$ cat config.mk
export PLATFORM = sky130hd
export DESIGN_NAME = sme_ram
export DESIGN_NICKNAME = d
export VERILOG_FILES = /design/src/sv/sme_pkg.sv /design/src/sv/sme_ram.sv
export SDC_FILE = /design/constraint.sdc
export NUM_CORES = 2
export LEC_CHECK = 0
export ABC_AREA = 0
export BUFFER_PORTS_ARGS = -buffer_cell sky130_fd_sc_hd__buf_4
export CAP_MARGIN = 20
export CORE_MARGIN = 8
export CORE_UTILIZATION = 65
export CTS_CLUSTER_DIAMETER = 150
export DETAILED_ROUTE_END_ITERATION = 6
export GPL_ROUTABILITY_DRIVEN = 0
export PLACE_DENSITY_LB_ADDON = 0.1
export SKIP_CTS_REPAIR_TIMING = 1
export SYNTH_ARGS = -nofsm -noshare
export SYNTH_HDL_FRONTEND = slang
export SYNTH_SLANG_ARGS = --single-unit
$ cat constraint.sdc
create_clock -name i_clk -period 7.65 [get_ports i_clk]
set_input_delay 1.53 -clock i_clk [delete_from_list [all_inputs] [get_ports i_clk]]
set_output_delay 1.53 -clock i_clk [all_outputs]
set_load 0.005 [all_outputs]
$ cat src/sv/sme_pkg.sv
// Shared types and constants for the stack machine execute unit.
package sme_pkg;

    localparam int DEF_STACK_DEPTH = 64;
    localparam int DEF_REG_COUNT   = 8;
    localparam int DEF_RAM_DEPTH   = 128;
    localparam int DEF_CODE_DEPTH  = 4096;

    localparam int LETTER_BASE = 65;  // 'A' selects register 0
    localparam int NPC_W       = 34;  // signed working width for PC arithmetic
    localparam int CSZ_W       = 13;
    localparam logic [12:0] CODE_SIZE_RST = 13'd4096;

    typedef enum logic [4:0] {
        OP_PUSH    = 5'd0,
        OP_IN      = 5'd1,
        OP_ADD     = 5'd2,
        OP_SUB     = 5'd3,
        OP_MUL     = 5'd4,
        OP_DIV     = 5'd5,
        OP_REM     = 5'd6,
        OP_SQRT    = 5'd7,
        OP_POW     = 5'd8,
        OP_OUT     = 5'd9,
        OP_HLT     = 5'd10,
        OP_PUSHREG = 5'd11,
        OP_POPREG  = 5'd12,
        OP_JB      = 5'd13,
        OP_JBE     = 5'd14,
        OP_JA      = 5'd15,
        OP_JAE     = 5'd16,
        OP_JE      = 5'd17,
        OP_JNE     = 5'd18,
        OP_JMP     = 5'd19,
        OP_CALL    = 5'd20,
        OP_RET     = 5'd21,
        OP_PUSHM   = 5'd22,
        OP_POPM    = 5'd23,
        OP_DRAW    = 5'd24
    } t_op;

    localparam logic [3:0] ERR_NONE      = 4'd0;
    localparam logic [3:0] ERR_UNDERFLOW = 4'd1;
    localparam logic [3:0] ERR_OVERFLOW  = 4'd2;
    localparam logic [3:0] ERR_ZERO_DIV  = 4'd3;
    localparam logic [3:0] ERR_NEG_SQRT  = 4'd4;
    localparam logic [3:0] ERR_BAD_INDEX = 4'd5;
    localparam logic [3:0] ERR_BAD_OP    = 4'd6;
    localparam logic [3:0] ERR_PC_RANGE  = 4'd7;
    localparam logic [3:0] ERR_RET_STACK = 4'd8;

    localparam logic [0:0] REG_CODE_SIZE = 1'b0;

    typedef enum logic [2:0] {
        ALU_MUL,
        ALU_DIV,
        ALU_REM,
        ALU_SQRT,
        ALU_POW
    } t_alu_op;

    typedef struct packed {
        logic    start;
        t_alu_op op;
    } t_alu_req;

endpackage

$ cat src/sv/sme_ram.sv
// Simple dual-port synchronous RAM, one write and one registered read port.
module sme_ram
    import sme_pkg::*;
#(
    parameter int WIDTH = 32,
    parameter int DEPTH = 64,
    parameter int AW    = (DEPTH > 1) ? $clog2(DEPTH) : 1
) (
    input  logic             i_clk,
    input  logic             i_we,
    input  logic [AW-1:0]    i_waddr,
    input  logic [WIDTH-1:0] i_wdata,
    input  logic             i_re,
    input  logic [AW-1:0]    i_raddr,
    output logic [WIDTH-1:0] o_rdata
);

    logic [WIDTH-1:0] mem [DEPTH];
    logic [WIDTH-1:0] r_rdata;

    always_ff @(posedge i_clk) begin
        if (i_we) begin
            mem[i_waddr] <= i_wdata;
        end
        if (i_re) begin
            r_rdata <= mem[i_raddr];
        end
    end

    assign o_rdata = r_rdata;

endmodule

# After elaboration in Yosys (flattened, before gate mapping)
# Memory sizes are Yosys's and may differ from the RTL's. A register that Yosys moved wholly into a read port is not among the register bits.
# Cells that the tools add are included.
# Widths: inputs -> output; s select.
[word_totals]
reg_bits = 0
mem_bits_rw = 2048
inputBits = 47
out_inout_bits = 32
elab_cells = 3
n_memories = 1
[mem_list]
columns = ["name", "words", "word_bits", "read_ports", "rd_clocked_by_memory_dff", "write_ports", "line", "rtl"]
rows = [
  ["mem", 64, 32, 1, 1, 1, "sme_ram.sv:18", "logic [WIDTH-1:0] mem [DEPTH];"],
]
[classes]
muxes = 2
[op_table]
columns = ["operator", "count"]
rows = [
  ["$mux 1", 2],
]

# Logic depth before layout (Yosys ltp)
[depth]
depth_word = 2
ltp_mapped = 10
ltp_nobuf = 5

# Worst setup path after synthesis
# No wires, ideal clock.
[synth_path]
path_kind = "input port to flip-flop"
startpoint = "input i_waddr[3]"
endpoint = "memory mem[48][0] (enable)"
setup_ps = 461
t_arrival_ps = 4229
required_ps = 7189
path_slack_ps = 2960
path_stages = 4
n_path_buf = 1
cell_sequence = "clkbuf_1 > nor2b_1 > nand4b_1 > nor3_1"
[synth_rtl]
columns = ["item", "line", "rtl"]
rows = [
  ["start: declaration", "sme_ram.sv:11", "input logic [AW-1:0] i_waddr,"],
  ["end: declaration", "sme_ram.sv:18", ""],
]
# No word-level cell before the write port.

==> flow_metrics.tcl <==
set metrics [dict create \
    ioPinCount 79 \
    vias 37660 \
    critPathMaxStageDelay_ps 1030 \
    fin_ws_ps 3209 \
    cp_max_fo 105 \
    dp_cells 4922 \
    fin_tns_setup_ps 0 \
    avgSynthCellArea_um2 23.72 \
    dp_worst_setup_slack_ps 2436 \
    cts_max_level 4 \
    final_max_slew_viol_count 0 \
    hold_ws_ps 835.5 \
    drive_above_1_share_pct 28.20 \
    grt_pass1_vias 38380 \
    insertion_delay_ps 830 \
    hpwl_um 102200 \
    peakVddDrop_mv 0.2676 \
    die_w_um 364.3 \
    switchingPower_mw 4.797 \
    hold_viol 0 \
    switching_share_pct 20.99 \
    die_height_um 364.3 \
    crit_slowest_cell "a311oi_1" \
    fin_nets 3555 \
    firstDrtPassIters 5 \
    cp.arrival_ps 4940 \
    cp-start-kind "input port" \
    tightest_slew_ps 1214 \
    syn_area_um2 78840 \
    ant_nets 0 \
    fin_crit_ps 4441 \
    status "completed" \
    wl_per_cell_um 38.09 \
    seqPwrFrac_pct 55.5 \
    grt_usage_pct 30.63 \
    finalCritPeriodShare_pct 58.05 \
    coreArea_um2 120100 \
    wl_um 201300 \
    ys_types 33 \
    rsz0062_at_grt "false" \
    antenna_found_initial 19 \
    portBuffers 78 \
    layout_common_cells "edfxtp_1, mux4_2, clkbuf_16" \
    ys_ff_latch 2080 \
    fin_cells 5284 \
    cts_tree "done" \
    cp.required_ps 8150 \
    start_util_pct 65.63 \
    cp_top_family "buffers and inverters" \
    maxSlewHeadroom_pct 18.51 \
    grt_pass1_wl_um 281600 \
    drv_cap 0 \
    rows 127 \
    yosysSeqAreaShare_pct 79.23 \
    fin_util_pct 73.05 \
    crit_buf_inv 2 \
    placed_cell_area_um2 81850 \
    min_path_type "flop to flop" \
    combPwrFrac_pct 5.0 \
    drtIter0Drc 5494 \
    max_freq_mhz 225.2 \
    cts_buffers 195 \
    fin_area_um2 87760 \
    clock_power_share_pct 39.5 \
    path_clk_slew_ps 60 \
    crit_type "input port to flop" \
    drc 0 \
    gr-total-overflow 0 \
    ys_warn_count 0 \
    clock_sinks 2080 \
    p_per_area_nw_per_um2 260.4 \
    cts_buffer_depth 3 \
    viasPerCell 7.127 \
    p_leak_nw 27.18 \
    final_common_cell "edfxtp_1" \
    netlist_instances 3324 \
    crit_path_cell_trace "buf_8 > buf_12 > mux4_2 > nor2b_1 > a21oi_1 > a311oi_1 > nor3_1" \
    syn2layout_area_growth_pct 11.31 \
    setup_violations 0 \
    p_int_mw 18.05 \
    syn-num-nets 3371 \
    power_mw 22.85 \
    die_area_um2 132700 \
    grt_max_degree 124 \
    skew_ps 37.57 \
    root_buffer "clkbuf_16" \
    cp-end-kind "flop" \
]
## kinds of logic after synthesis
logic type	after synthesis	synth area share (%)
flops	2080	79.23
buf+inv	182	1.124
compound gates	202	1.666
simple gates	223	1.260
mux	637	16.72
## flip-flops by register name, indices dropped and copies added (netlist names)
register / count
mem: 2048
o_rdata: 32
## tightest hold or removal path: cells and delay by family (launching register included)
family           cells  cell delay, ps
AO/OA/AOI/OAI        1             110
flip-flops           1             320
multiplexers         1              60
AND/OR/NAND/NOR      2             210
## path summary, 6_finish.rpt
kind / startpoint / endpoint / slack [ps] / cells after the start
min: mem[12][17] / o_rdata[17] / 840 / 4
max: i_raddr[0] / o_rdata[20] / 3210 / 7
min reg2reg: mem[12][17] / o_rdata[17] / 840 / 4
max reg2reg: mem[62][18] / o_rdata[18] / 5170 / 5
## layer usage
layer | wire length [um] | track usage (%)
met1 | 71660 | 42.25
met2 | 92840 | 46.12
met3 | 27940 | 10.13
met4 | 8425 | 12.02
met5 | 391 | 1.851
## synthesized netlist by cell type (all sizes together)
cell type	number	share of area, %
a21oi	62	0.39
a22oi	12	0.11
nor3	7	0.044
nor2b	15	0.12
a41o	4	0.051
and2	2	0.016
buf	108	0.77
o32ai	4	0.044
edfxtp	2080	79
nand3b	5	0.048
a311oi	8	0.089
nand4	2	0.016
nand2b	8	0.063
or3b	5	0.056
mux4	544	16
o22ai	84	0.67
nand2	26	0.12
nor2	137	0.65
or3	3	0.024
and3	4	0.032
mux2i	93	1.2
or2	3	0.024
nand3	5	0.032
clkbuf	74	0.35
o221ai	27	0.30
nand4b	1	0.011
a31oi	1	0.0079
## power groups by stage
stage | clock network, mW | logic [mW] | registers [mW]
4_1_cts | 9.10 | 1.14 | 12.7
5_1_grt | 9.51 | 1.20 | 12.7
3_3_place_gp | 0 | 1.10 | 12.9
2_1_floorplan | 0 | 0.614 | 12.9
3_5_place_dp | 0 | 1.13 | 12.9
6_report | 9.02 | 1.14 | 12.7
## layout make-up
cell class                 instances  area, um^2
clock buffer                     250        5171
timing repair buffer             169        1404
multi-input combinational       1062       15970
tap                             1612        2017
clock inverter                   102       708.2
fill                            6665       32370
antenna                            9       22.52
sequential                      2080       62460
No activity file was read; power rests on OpenSTA's default activity.
