File: config.mk
export PLATFORM = sky130hd
export DESIGN_NAME = sme_dram
export DESIGN_NICKNAME = d
export VERILOG_FILES = /design/src/sv/sme_pkg.sv /design/src/sv/sme_dram.sv
export SDC_FILE = /design/constraint.sdc
export NUM_CORES = 2
export LEC_CHECK = 0
export BUFFER_PORTS_ARGS = -buffer_cell sky130_fd_sc_hd__buf_2
export CORE_MARGIN = 1
export CORE_UTILIZATION = 45
export DETAILED_ROUTE_END_ITERATION = 6
export HOLD_SLACK_MARGIN = 0.1
export PLACE_DENSITY = 0.71
export SLEW_MARGIN = 40
export SYNTH_ARGS = -nofsm -noshare
export SYNTH_HDL_FRONTEND = slang
export SYNTH_SLANG_ARGS = --single-unit
File: constraint.sdc
create_clock -name i_clk -period 8.3 [get_ports i_clk]
set_input_delay 0.83 -clock i_clk [delete_from_list [all_inputs] [get_ports i_clk]]
set_output_delay 0.83 -clock i_clk [all_outputs]
set_load 0.01 [all_outputs]
File: src/sv/sme_pkg.sv
// Shared types and constants for the stack machine execute unit.
package sme_pkg;

    localparam int DEF_STACK_DEPTH = 64;
    localparam int DEF_REG_COUNT   = 8;
    localparam int DEF_RAM_DEPTH   = 128;
    localparam int DEF_CODE_DEPTH  = 4096;

    localparam int LETTER_BASE = 65;  // 'A' selects register 0
    localparam int NPC_W       = 34;  // signed working width for PC arithmetic
    localparam int CSZ_W       = 13;
    localparam logic [12:0] CODE_SIZE_RST = 13'd4096;

    typedef enum logic [4:0] {
        OP_PUSH    = 5'd0,
        OP_IN      = 5'd1,
        OP_ADD     = 5'd2,
        OP_SUB     = 5'd3,
        OP_MUL     = 5'd4,
        OP_DIV     = 5'd5,
        OP_REM     = 5'd6,
        OP_SQRT    = 5'd7,
        OP_POW     = 5'd8,
        OP_OUT     = 5'd9,
        OP_HLT     = 5'd10,
        OP_PUSHREG = 5'd11,
        OP_POPREG  = 5'd12,
        OP_JB      = 5'd13,
        OP_JBE     = 5'd14,
        OP_JA      = 5'd15,
        OP_JAE     = 5'd16,
        OP_JE      = 5'd17,
        OP_JNE     = 5'd18,
        OP_JMP     = 5'd19,
        OP_CALL    = 5'd20,
        OP_RET     = 5'd21,
        OP_PUSHM   = 5'd22,
        OP_POPM    = 5'd23,
        OP_DRAW    = 5'd24
    } t_op;

    localparam logic [3:0] ERR_NONE      = 4'd0;
    localparam logic [3:0] ERR_UNDERFLOW = 4'd1;
    localparam logic [3:0] ERR_OVERFLOW  = 4'd2;
    localparam logic [3:0] ERR_ZERO_DIV  = 4'd3;
    localparam logic [3:0] ERR_NEG_SQRT  = 4'd4;
    localparam logic [3:0] ERR_BAD_INDEX = 4'd5;
    localparam logic [3:0] ERR_BAD_OP    = 4'd6;
    localparam logic [3:0] ERR_PC_RANGE  = 4'd7;
    localparam logic [3:0] ERR_RET_STACK = 4'd8;

    localparam logic [0:0] REG_CODE_SIZE = 1'b0;

    typedef enum logic [2:0] {
        ALU_MUL,
        ALU_DIV,
        ALU_REM,
        ALU_SQRT,
        ALU_POW
    } t_alu_op;

    typedef struct packed {
        logic    start;
        t_alu_op op;
    } t_alu_req;

endpackage

File: src/sv/sme_dram.sv
// Data RAM with per-entry valid bits so that unwritten words read as zero.
module sme_dram
    import sme_pkg::*;
#(
    parameter int DEPTH = 128,
    parameter int AW    = $clog2(DEPTH)
) (
    input  logic          i_clk,
    input  logic          i_rst_n,
    input  logic          i_we,
    input  logic [AW-1:0] i_waddr,
    input  logic [31:0]   i_wdata,
    input  logic          i_re,
    input  logic [AW-1:0] i_raddr,
    output logic [31:0]   o_rdata
);

    logic [31:0]    mem [DEPTH];
    logic [DEPTH-1:0] r_vld;
    logic [31:0]    r_rdata;
    logic           r_rvld;

    always_ff @(posedge i_clk) begin
        if (i_we) begin
            mem[i_waddr] <= i_wdata;
        end
        if (i_re) begin
            r_rdata <= mem[i_raddr];
        end
    end

    always_ff @(posedge i_clk) begin
        if (!i_rst_n) begin
            r_vld  <= '0;
            r_rvld <= 1'b0;
        end else begin
            if (i_we) begin
                r_vld[i_waddr] <= 1'b1;
            end
            if (i_re) begin
                r_rvld <= r_vld[i_raddr];
            end
        end
    end

    assign o_rdata = r_rvld ? r_rdata : 32'd0;

endmodule

# ---- Yosys cells after proc, flatten, opt, wreduce, memory -nomap -nowiden
# Memories as Yosys holds them, arrays and structs flattened. A register that Yosys moved wholly into a read port is not among the register bits.
# Cells that the tools add are included.
dict set report word_totals {
  reg_bits 129
  ram_bits 4096
  inputBits 50
  out_inout_bits 32
  memories 1
}
dict set report classes {
  n_lt_le_gt_ge 3
  n_mux 7
  bitwise 1
  n_reduce_logical 1
}
# name words width rd rd_ports_with_merged_regs write_ports line
set mem_list {}
lappend mem_list {mem 128 32 1 1 1 sme_dram.sv:18} ;# logic [31:0] mem [DEPTH];
# op n
set ops {}
lappend ops {{$or A128 B128 Y128} 1}
lappend ops {{$mux W32} 1}
lappend ops {{$lt A7 B8 Y1 const B} 2}
lappend ops {{$bmux W1 S7} 1}
lappend ops {{$demux W1 S7} 1}
lappend ops {{$ge A7 B1 Y1 const B} 1}
lappend ops {{$mux W1} 4}
lappend ops {{$logic_and A1 B1 Y1} 1}

# ---- Depth between registers and ports, before layout
dict set report depth {
  ltp_word 5
  ltp_mapped 11
}

# ---- Least setup slack after synthesis
# No wires, ideal clock.
dict set report synth_path {
  path_type {input to register}
  from {input port i_waddr[3]}
  to {memory mem[103][0], enable pin}
  arrival_ns 3.249
  setup_slack_ns 4.629
  stages 4
  n_path_buf 2
  cell_sequence {clkbuf_1 > or4b_2 > clkbuf_1 > nor2_1}
}
# item line
set synth_lines {}
lappend synth_lines {{from (decl)} sme_dram.sv:11} ;# input logic [AW-1:0] i_waddr,
lappend synth_lines {{to (decl)} sme_dram.sv:18}
# No word-level cell before the write port.

==> impl_metrics.env <==
export IMPL_slowest_delay_ps=570
export IMPL_hold_viol_final=0
export IMPL_critPathSlowestCell="mux4_2"
export IMPL_fp_row_count=219
export IMPL_max_freq_ghz=0.242
export IMPL_regToRegSetupSlack_ps=5370
export IMPL_rsz0062_at_grt="false"
export IMPL_core_area_um2=356000
export IMPL_ys_seq_area_share_pct=78.3
export IMPL_cp_max_fo=58
export IMPL_numCtsBuffers=385
export IMPL_start_util_pct=45.3
export IMPL_htreeDepth=5
export IMPL_critical_path_required_ps=8910
export IMPL_layout_common_cells="edfxtp_1 (4128), mux4_2 (1375), clkbuf_16 (392)"
export IMPL_n_fill_cell=26414
export IMPL_hold_buffers=0
export IMPL_yosys_register_bits=4257
export IMPL_final_common_cell="edfxtp_1"
export IMPL_dpl_worst_slack_ps=3200
export IMPL_pwr_density_cell_nw_per_um2=238
export IMPL_period_share_pct=49.8
export IMPL_syn_inst=6465
export IMPL_antenna_found_initial=65
export IMPL_grt_pass1_wl_um=583000
export IMPL_fin_skew_ps=36.2
export IMPL_crit_chain="buf_12 > buf_16 > buf_12 > buf_16 > mux4_2 > mux4_2 > mux4_2 > nand2_1 > nand2_1"
export IMPL_slew_viol_final=0
export IMPL_crit_top_cell="mux4_2"
export IMPL_tightest_slew_ps=926
export IMPL_netSwitchingFraction_pct=20.9
export IMPL_avgSynthCellArea_um2=25.0
export IMPL_ir_worst_vdd_uv=173
export IMPL_end_kind="flop"
export IMPL_synth_distinct_cells=35
export IMPL_clock_latency_ps=930
export IMPL_layout_nets=6874
export IMPL_min_path_type="input pin to flop"
export IMPL_drc=0
export IMPL_p_leak_uw=0.0557
export IMPL_dr_first_iter_drc_count=11439
export IMPL_die_area_um2=361000
export IMPL_dpl_hpwl_um=219000
export IMPL_io_pins=82
export IMPL_relSlewSlack_pct=38.3
export IMPL_cts_root_buf="clkbuf_16"
export IMPL_drtPass1Iterations=6
export IMPL_fin_crit_ps=4130
export IMPL_finalSetupViolations=0
export IMPL_tns_ps=0
export IMPL_die_x_um=601
export IMPL_outcome="complete, no violations"
export IMPL_grt_max_degree=137
export IMPL_worstSetupPathType="input pin to flop"
export IMPL_routabilityCongestion=0.828
export IMPL_cts_num_sinks=4257
export IMPL_p_seq_share_pct=54.7
export IMPL_critPathLaunchType="input pin"
export IMPL_ant_nets=0
export IMPL_ys_warn_count=0
export IMPL_drive_above_1_share_pct=33.3
export IMPL_cts_resized=0
export IMPL_synthesis_nets=6515
export IMPL_vias_per_cell=6.28
export IMPL_maxCapViolCount=0
export IMPL_track_usage_pct=23.0
export IMPL_routed_wl_um=419000
export IMPL_power_internal_uw=34300
export IMPL_synth_area_um2=162000
export IMPL_clk_pin_slew_worst_paths_ps=60
export IMPL_gr_total_overflow=0
export IMPL_arrival_ps=4740
export IMPL_wl_per_cell_um=35.1
export IMPL_combPwrFrac_pct=5.0
export IMPL_p_switching_uw=9080
export IMPL_num_vias=74852
export IMPL_worst_slack_ps=4170
export IMPL_p_clk_share_pct=40.2
export IMPL_io_buffers=81
export IMPL_clockBufferDepth=4
export IMPL_grt_pass1_vias=75349
export IMPL_fp_dieH_um=601
export IMPL_cts_tree="yes"
export IMPL_synthToLayoutAreaGrowth_pct=12.8
export IMPL_cts_setup_buffers=0
-- cell type report --
class                   count  area (um2)  share of cell area [%]
flip-flops and latches   4257      127000                    69.5
multi-input cells        1852       34500                    18.9
clock buffers             476       10100                    5.56
well taps                4751        5940                    3.26
repair buffers            322        2890                    1.59
clock inverters           216        2050                    1.12
diodes                     37        92.6                  0.0508
inverters                   6        30.0                  0.0165
-- worst max-delay path: cells and delay by family --
kind,cells,cell delay [ps]
mux,3,1670
buf+inv,4,1410
simple gates,2,550
-- metal layers --
layer	wire length [um]	vias to the layer above	track usage [%]
met1	152000	40591	30.8
met3	48000	702	5.53
met5	151	-	0
met4	17400	22	8.44
met2	201000	4747	36.9
li1	-	28790	-
-- sequential cells by signal, summed over array words and instances, names as in the netlist --
register and cells:
r_vld 128, r_rdata 32, mem 4096, r_rvld 1
-- cells in the mapped netlist --
library cell  count  share of area, %
a31o_2            1            0.0054
a31oi_1           2            0.0077
a32oi_1           1            0.0054
and2_1           32              0.12
and3_1            1            0.0039
buf_1            72              0.17
buf_2            76              0.24
buf_4             3             0.014
buf_6             1            0.0070
clkbuf_1        198              0.46
dfxtp_1         129               1.6
edfxtp_1       4128                77
inv_1             6             0.014
mux2_2            6             0.042
mux2i_1           3             0.019
mux4_2         1375                19
nand2_1         115              0.27
nand2b_1          2            0.0077
nand3_1          12             0.037
nand3b_1          5             0.023
nand4_1           5             0.019
nand4b_1          5             0.027
nor2_1          135              0.31
nor2b_1           5             0.019
nor3_1            4             0.012
nor4_1            2            0.0077
o211ai_1          2            0.0093
o21a_1          128              0.59
o21ai_0           3            0.0093
o22ai_1           2            0.0077
o311ai_0          1            0.0054
o32a_1            1            0.0062
or3_1             1            0.0039
or3b_2            2             0.011
or4b_2            1            0.0062
-- power by group through the flow --
| stage | logic, uW | clock network [uW] | registers [uW] |
|---|---|---|---|
| after floorplan | 1160 | 0 | 24100 |
| after global placement | 2100 | 0 | 24200 |
| after detailed placement | 2150 | 0 | 24200 |
| after CTS | 2160 | 17600 | 23700 |
| after global routing | 2260 | 18400 | 23700 |
| final | 2180 | 17400 | 23700 |
-- stage by stage --
| stage | area [um2] | util (%) | cells | total power [uW] | hold WS (ps) |
|---|---|---|---|---|---|
| 6_report | 182000 | 51.1 | 11917 | 43300 | 286 |
| 5_1_grt | 182000 | 51.1 | 11899 | 44300 | 291 |
| 4_1_cts | 182000 | 51.0 | 11867 | 43500 | 254 |
| 3_5_place_dp | 170000 | 47.6 | 11175 | 26300 | 448 |
| 3_3_place_gp | 170000 | 47.5 | 11171 | 26300 | 441 |
| 2_1_floorplan | 162000 | - | 6465 | 25300 | 435 |
-- worst paths after layout --
check,end,from,cells past startpoint
worst max-delay path,r_rdata[26]$_DFFE_PP_,i_raddr[0],9
worst min-delay path,mem[98][1]$_DFFE_PP_,i_wdata[1],1
worst max register to register,r_rdata[6]$_DFFE_PP_,mem[12][6]$_DFFE_PP_,5
worst min register to register,r_vld[84]$_SDFFE_PN0P_,r_vld[84]$_SDFFE_PN0P_,1
-- logic make-up after synthesis --
family                 after synthesis  synth area share, %
AO/OA/AOI/OAI                      141                0.651
buffers and inverters              356                0.898
AND/OR/NAND/NOR                    327                0.884
multiplexers                      1384                 19.2
flip-flops                        4257                 78.3
Note: power is estimated with default switching activity, not from simulation.
